**src/design/wts_pkg.sv**
```systemverilog
package wts_pkg;

  // angle and vector widths
  localparam int ANG_W = 24;             // internal angle, 1/16384 degree, signed
  localparam int VEC_W = 34;             // rotation vector component, signed
  localparam int WV_W  = 36;             // vectoring component, signed
  localparam int TAB_LEN = 24;

  localparam logic signed [ANG_W-1:0] ANG_FULL    = 24'sd5898240;
  localparam logic signed [ANG_W-1:0] ANG_HALF    = 24'sd2949120;
  localparam logic signed [ANG_W-1:0] ANG_QUARTER = 24'sd1474560;
  localparam logic [14:0] IN_FULL = 15'd23040;
  localparam logic [15:0] GAIN_INV = 16'd39797;

  // atan(2^-i) in 1/16384 degree
  function automatic logic signed [ANG_W-1:0] atan_tab(input logic [4:0] i);
    case (i)
      5'd0:  atan_tab = 24'sd737280;
      5'd1:  atan_tab = 24'sd435242;
      5'd2:  atan_tab = 24'sd229970;
      5'd3:  atan_tab = 24'sd116736;
      5'd4:  atan_tab = 24'sd58595;
      5'd5:  atan_tab = 24'sd29326;
      5'd6:  atan_tab = 24'sd14667;
      5'd7:  atan_tab = 24'sd7334;
      5'd8:  atan_tab = 24'sd3667;
      5'd9:  atan_tab = 24'sd1833;
      5'd10: atan_tab = 24'sd917;
      5'd11: atan_tab = 24'sd458;
      5'd12: atan_tab = 24'sd229;
      5'd13: atan_tab = 24'sd115;
      5'd14: atan_tab = 24'sd57;
      5'd15: atan_tab = 24'sd29;
      5'd16: atan_tab = 24'sd14;
      5'd17: atan_tab = 24'sd7;
      5'd18: atan_tab = 24'sd4;
      5'd19: atan_tab = 24'sd2;
      5'd20: atan_tab = 24'sd1;
      default: atan_tab = 24'sd0;
    endcase
  endfunction

  // bring a 15 bit angle into 0..23039
  function automatic logic [14:0] reduce_angle(input logic [14:0] a);
    reduce_angle = (a >= IN_FULL) ? a - IN_FULL : a;
  endfunction

endpackage

```
**src/design/wts_rotate.sv**
```systemverilog
// pipelined rotation cordic: speed and compass angle to east/north vector
module wts_rotate #(
  parameter int STEPS = 16
) (
  input  logic clk,
  input  logic en,
  input  logic [13:0] mag,
  input  logic [14:0] ang,
  output logic signed [wts_pkg::VEC_W-1:0] east,
  output logic signed [wts_pkg::VEC_W-1:0] north
);
  import wts_pkg::*;

  localparam int N = (STEPS > TAB_LEN) ? TAB_LEN : STEPS;

  logic signed [VEC_W-1:0] xs [N+1];
  logic signed [VEC_W-1:0] ys [N+1];
  logic signed [ANG_W-1:0] zs [N+1];
  logic                    ng [N+1];

  logic signed [ANG_W-1:0] z0;
  logic signed [ANG_W-1:0] z1;
  logic                    neg0;

  // quadrant fold into +/- 90 degrees
  always_comb begin
    z0 = ANG_W'($signed({1'b0, reduce_angle(ang), 8'd0}));
    if (z0 > ANG_HALF) z0 = z0 - ANG_FULL;
    neg0 = 1'b0;
    z1 = z0;
    if (z0 > ANG_QUARTER) begin
      z1 = z0 - ANG_HALF;
      neg0 = 1'b1;
    end else if (z0 < -ANG_QUARTER) begin
      z1 = z0 + ANG_HALF;
      neg0 = 1'b1;
    end
  end

  // entry stage: scale by inverse gain
  always_ff @(posedge clk) begin
    if (en) begin
      xs[0] <= VEC_W'($signed({1'b0, 30'(mag) * 30'(GAIN_INV)}));
      ys[0] <= '0;
      zs[0] <= z1;
      ng[0] <= neg0;
    end
  end

  // one micro-rotation per stage
  for (genvar i = 0; i < N; i++) begin : g_stage
    always_ff @(posedge clk) begin
      if (en) begin
        if (zs[i] >= 0) begin
          xs[i+1] <= xs[i] - (ys[i] >>> i);
          ys[i+1] <= ys[i] + (xs[i] >>> i);
          zs[i+1] <= zs[i] - atan_tab(5'(i));
        end else begin
          xs[i+1] <= xs[i] + (ys[i] >>> i);
          ys[i+1] <= ys[i] - (xs[i] >>> i);
          zs[i+1] <= zs[i] + atan_tab(5'(i));
        end
        ng[i+1] <= ng[i];
      end
    end
  end

  assign east  = ng[N] ? -ys[N] : ys[N];
  assign north = ng[N] ? -xs[N] : xs[N];
endmodule

```
**config.mk**
```make
export PLATFORM = sky130hd
export DESIGN_NAME = wts_rotate
export DESIGN_NICKNAME = d
export VERILOG_FILES = /design/src/design/wts_pkg.sv /design/src/design/wts_rotate.sv
export SDC_FILE = /design/constraint.sdc
export NUM_CORES = 2
export LEC_CHECK = 0
export BUFFER_PORTS_ARGS = -buffer_cell sky130_fd_sc_hd__buf_2
export CAP_MARGIN = 20
export CORE_ASPECT_RATIO = 0.7
export CORE_MARGIN = 5
export CORE_UTILIZATION = 66
export CTS_CLUSTER_DIAMETER = 100
export DETAILED_ROUTE_END_ITERATION = 10
export PLACE_DENSITY = 0.83
export SLEW_MARGIN = 5
export SYNTH_ARGS = -nofsm -noshare
export SYNTH_HDL_FRONTEND = slang
export SYNTH_SLANG_ARGS = --single-unit
export TNS_END_PERCENT = 10
```
**constraint.sdc**
```tcl
create_clock -name clk -period 10.08 [get_ports clk]
set_input_delay 3.024 -clock clk [delete_from_list [all_inputs] [get_ports clk]]
set_output_delay 3.024 -clock clk [all_outputs]
set_load 0.05 [all_outputs]
```
# == Yosys cells after proc, flatten, opt, wreduce, memory -nomap -nowiden ==
# Memories as Yosys holds them, arrays and structs flattened.
# Index checks and enable logic that the tools add are counted.
# classes
add_sub_neg,101
multipliers,1
n_div,0
magnitude_cmp,20
eq_ne,0
n_shift,0
mux,154
bitwise,48
n_reduce_logical,0
# op_table
operator,count
34-bit 2-to-1 mux,34
24-bit 2-to-1 mux,19
"24-bit by 1-bit greater-or-equal comparator with 1-bit output, second input constant",16
1-bit 2-to-1 mux,100
34-bit by 19-bit adder with 34-bit output,2
34-bit by 20-bit adder with 34-bit output,2
34-bit by 21-bit adder with 34-bit output,2
34-bit by 22-bit adder with 34-bit output,2
34-bit by 23-bit adder with 34-bit output,2
34-bit by 24-bit adder with 34-bit output,2
34-bit by 25-bit adder with 34-bit output,2
34-bit by 26-bit adder with 34-bit output,2
34-bit by 27-bit adder with 34-bit output,2
34-bit by 28-bit adder with 34-bit output,2
34-bit by 29-bit adder with 34-bit output,2
34-bit by 30-bit adder with 34-bit output,2
34-bit by 31-bit adder with 34-bit output,2
34-bit by 32-bit adder with 34-bit output,2
34-bit by 33-bit adder with 34-bit output,2
34-bit negator,2
34-bit by 19-bit subtractor with 34-bit output,2
34-bit by 20-bit subtractor with 34-bit output,2
34-bit by 21-bit subtractor with 34-bit output,2
34-bit by 22-bit subtractor with 34-bit output,2
56 further kinds,115
# word_totals
regBits,0
latchBits,0
ramBits,1581
rom_bits,0
input_bits,31
out_inout_bits,68
word_cells,328
n_memories,4
# mem_list
memory,depth,word_bits,read_ports,rd_ports_with_merged_regs,wr,line,rtl
xs,17,34,17,0,17,wts_rotate.sv:16,logic signed [VEC_W-1:0] xs [N+1];
ys,17,34,17,0,17,wts_rotate.sv:17,logic signed [VEC_W-1:0] ys [N+1];
zs,17,24,16,0,17,wts_rotate.sv:18,logic signed [ANG_W-1:0] zs [N+1];
ng,17,1,17,0,17,wts_rotate.sv:19,logic ng [N+1];

# == Depth between registers and ports, before layout ==
# depth
depth_word,7
depth_mapped,25
depth_no_buf,25

# == Least setup slack after synthesis ==
# OpenSTA, ideal clock, no wires.
# synth_path
path_type,input to register
startpoint,input port mag[2]
endpoint,memory xs[0][25] (data pin)
setup_ps,258
t_arrival_ps,8067
t_required_ps,9822
setup_slack_ps,1755
cell_stages,23
path_buffers,0
cell_sequence,fa_1 -> fa_1 -> fa_1 -> inv_1 -> fa_1 -> inv_1 -> fa_1 -> inv_1 -> fa_1 -> inv_1 -> ha_1 -> o21a_1 -> o21ai_0 -> inv_1 -> a21oi_1 -> o21ai_0 -> o31ai_1 -> a31oi_1 -> nand3_1 -> nand2_1 -> a21o_1 -> a21oi_1 -> xnor2_1
# synth_rtl
item,line,rtl
from (decl),wts_rotate.sv:7,"input logic [13:0] mag,"
to (decl),wts_rotate.sv:16,

==> flow_metrics.tcl <==
set metrics [dict create \
    gp_congestion 1.015 \
    cts-buffers-inserted 160 \
    final_cell_mix "edfxtp_1 (1455), ha_1 (1430), xnor2_1 (1264)" \
    viasPerCell 6.524 \
    max_freq_ghz 0.1172 \
    first_global_vias 92672 \
    numPortBuffers 98 \
    avgRoutedWirePerCell_um 22.70 \
    setup_viol 0 \
    synth-main-ff-cell "edfxtp_1" \
    fin_crit_sh_pct 84.67 \
    hold_violations 0 \
    grt_max_degree 169 \
    tns_ps 0 \
    drc 0 \
    end_kind "register" \
    critPathKind "in2reg" \
    fin_util_pct 70.74 \
    coreArea_um2 187200 \
    hold_class "reg2reg" \
    holdWs_ps 411.9 \
    syn_avg_cell_area_um2 9.736 \
    synth_area_um2 123900 \
    synthCells 12726 \
    htreeDepth 4 \
    synth_edf_count 1455 \
    cts-hold-fix-buffers 0 \
    first_pass_iters 9 \
    clkTransAtPathRegs_ps 70 \
    wirelength_um 351900 \
    ys_async_sr_fraction_pct 0 \
    antenna_left 1 \
    insertion_delay_ps 850 \
    area_growth_pct 6.893 \
    min_period_ps 8535 \
    final.setup_skew_ps 74.33 \
    required_ps 10630 \
    fin_nets 14472 \
    die_area_um2 196600 \
    arrival_ps 9080 \
    num_rows 133 \
    crit_fanout 7 \
    rsz0062_at_grt "no" \
    dp_hpwl_um 280000 \
    cts_setup_buffers 0 \
    antenna_found_initial 26 \
    ys_ff_latch 1455 \
    numClockSinks 1455 \
    grt_first_pass_wirelength_um 537600 \
    grt_usage_pct 34.58 \
    grt_overflow_total 0 \
    cts_max_path_buffers 4 \
    worst_pin_slew_ps 1205 \
    violations "antenna violations" \
    die_w_um 527.9 \
    ctsRootBufferMaster "clkbuf_16" \
    layout-drive-gt1-share_pct 4.356 \
    num_io_pins 99 \
    slew_headroom_pct 18.94 \
    synth_seq_area_share_pct 35.26 \
    die_y_um 372.5 \
    ys_warn_count 0 \
    syn-num-nets 14314 \
    ys_types 99 \
    critPathLaunchType "input port" \
    cts_tree "yes" \
    post_cts_resized 0 \
    maxSlewViolCount 0 \
    cap_violations 0 \
    vias 101147 \
    status "complete, but fails checks" \
    final_common_cell "edfxtp_1" \
    initial_utilization_pct 66.18 \
    drtIter0Drc 12495 \
]
metal layers:
metal / vias up / track usage (%) / part of all wire (%)
met1: 48026 / 54.91 / 46
met5: - / 0 / 0.020
met2: 5284 / 46.79 / 39
met3: 529 / 9.560 / 13
li1: 47298 / - / -
met4: 10 / 6.516 / 2.0
worst max-delay path, stage by stage:
cell and delay [ps]:
buf_2 210, inv_1 70, ha_1 300, inv_1 150, fa_1 460, fa_1 540, inv_1 70, fa_1 550
inv_1 60, fa_1 480, inv_1 60, fa_1 470, inv_1 40, ha_1 310, o21a_1 140, o21ai_0 290
inv_1 100, a21oi_1 270, o21ai_0 240, o31ai_1 350, a31oi_1 180, nand3_1 140, nand2_1 100, a21o_1 190
a21oi_1 180, xnor2_1 110
cell type report:
type | instances | area [µm²]
tap | 2497 | 3124
multi-input combinational | 10499 | 77300
clock inverter | 83 | 788.3
fill | 13865 | 54770
clock buffer | 189 | 4177
antenna | 13 | 32.53
inverter | 594 | 2230
timing repair buffer | 174 | 1095
sequential | 1455 | 43690
Yosys cell counts (27+ instances only):
| library cell | count | area share, % |
|---|---|---|
| o211ai_1 | 38 | 0.23 |
| and3_1 | 113 | 0.57 |
| nand3_1 | 223 | 0.90 |
| a21o_1 | 489 | 3.0 |
| fa_1 | 127 | 2.1 |
| nor2b_1 | 154 | 0.78 |
| a31oi_1 | 110 | 0.56 |
| a21boi_0 | 45 | 0.27 |
| ha_1 | 1430 | 14 |
| nor4_1 | 94 | 0.47 |
| o41ai_1 | 69 | 0.49 |
| nor3_1 | 344 | 1.4 |
| xor2_1 | 683 | 4.8 |
| or2_2 | 48 | 0.24 |
| o21bai_1 | 160 | 0.97 |
| a21oi_1 | 1229 | 5.0 |
| mux2_2 | 51 | 0.46 |
| nand3b_1 | 27 | 0.16 |
| edfxtp_1 | 1455 | 35 |
| nand2_1 | 705 | 2.1 |
| o2111ai_1 | 28 | 0.20 |
| a211oi_1 | 115 | 0.70 |
| nand4_1 | 55 | 0.28 |
| and2_1 | 72 | 0.36 |
| or3_1 | 106 | 0.54 |
| clkbuf_1 | 142 | 0.43 |
| buf_1 | 32 | 0.097 |
| nor3b_1 | 29 | 0.18 |
| inv_1 | 588 | 1.8 |
| nor2_1 | 996 | 3.0 |
| a31o_2 | 36 | 0.25 |
| o31a_1 | 29 | 0.20 |
| o31ai_1 | 136 | 0.82 |
| a211o_1 | 40 | 0.28 |
| or4_1 | 51 | 0.31 |
| o21a_1 | 202 | 1.2 |
| o21ai_0 | 665 | 2.7 |
| nand2b_1 | 222 | 1.1 |
| mux2i_1 | 57 | 0.46 |
| xnor2_1 | 1264 | 8.9 |
flip-flops by register name, indices dropped and copies added (netlist names):
name / cells
ys: 544
zs: 325
xs: 569
ng: 17
metrics by stage:
step                      setup slack, ps  instances  cell area, µm²
after floorplan                      1755      12726          123900
after global placement              597.5      15217          127400
after detailed placement            758.0      15218          127400
after CTS                            1621      15490          132400
after global routing                 1239      15491          132400
final                                1545      15504          132400
cell families (layout without fill, tap and decap cells):
group                      Yosys count  in the layout  synth area share (%)
adders and majority gates         1557           1557                 16.49
and+or+nand+nor                   3295           3295                 12.87
DFF                               1455           1455                 35.26
AOI/OAI and AO/OA                 3589           3589                 18.29
other                                0             13                     0
muxes                              109            109                0.9452
xor gates and xnor gates          1949           1949                 13.79
buffers and inverters              772           1040                 2.349
final timing paths:
check	start	end	slack [ps]	cells past startpoint
min	zs[3][4]	zs[4][4]	410	0
min reg2reg	zs[3][4]	zs[4][4]	410	0
max	mag[3]	xs[0][25]	1550	26
max reg2reg	ys[5][9]	xs[6][33]	3690	20
Power is not shown: default switching activity piles up to over one toggle a cycle in this logic, so the estimate is an artifact.
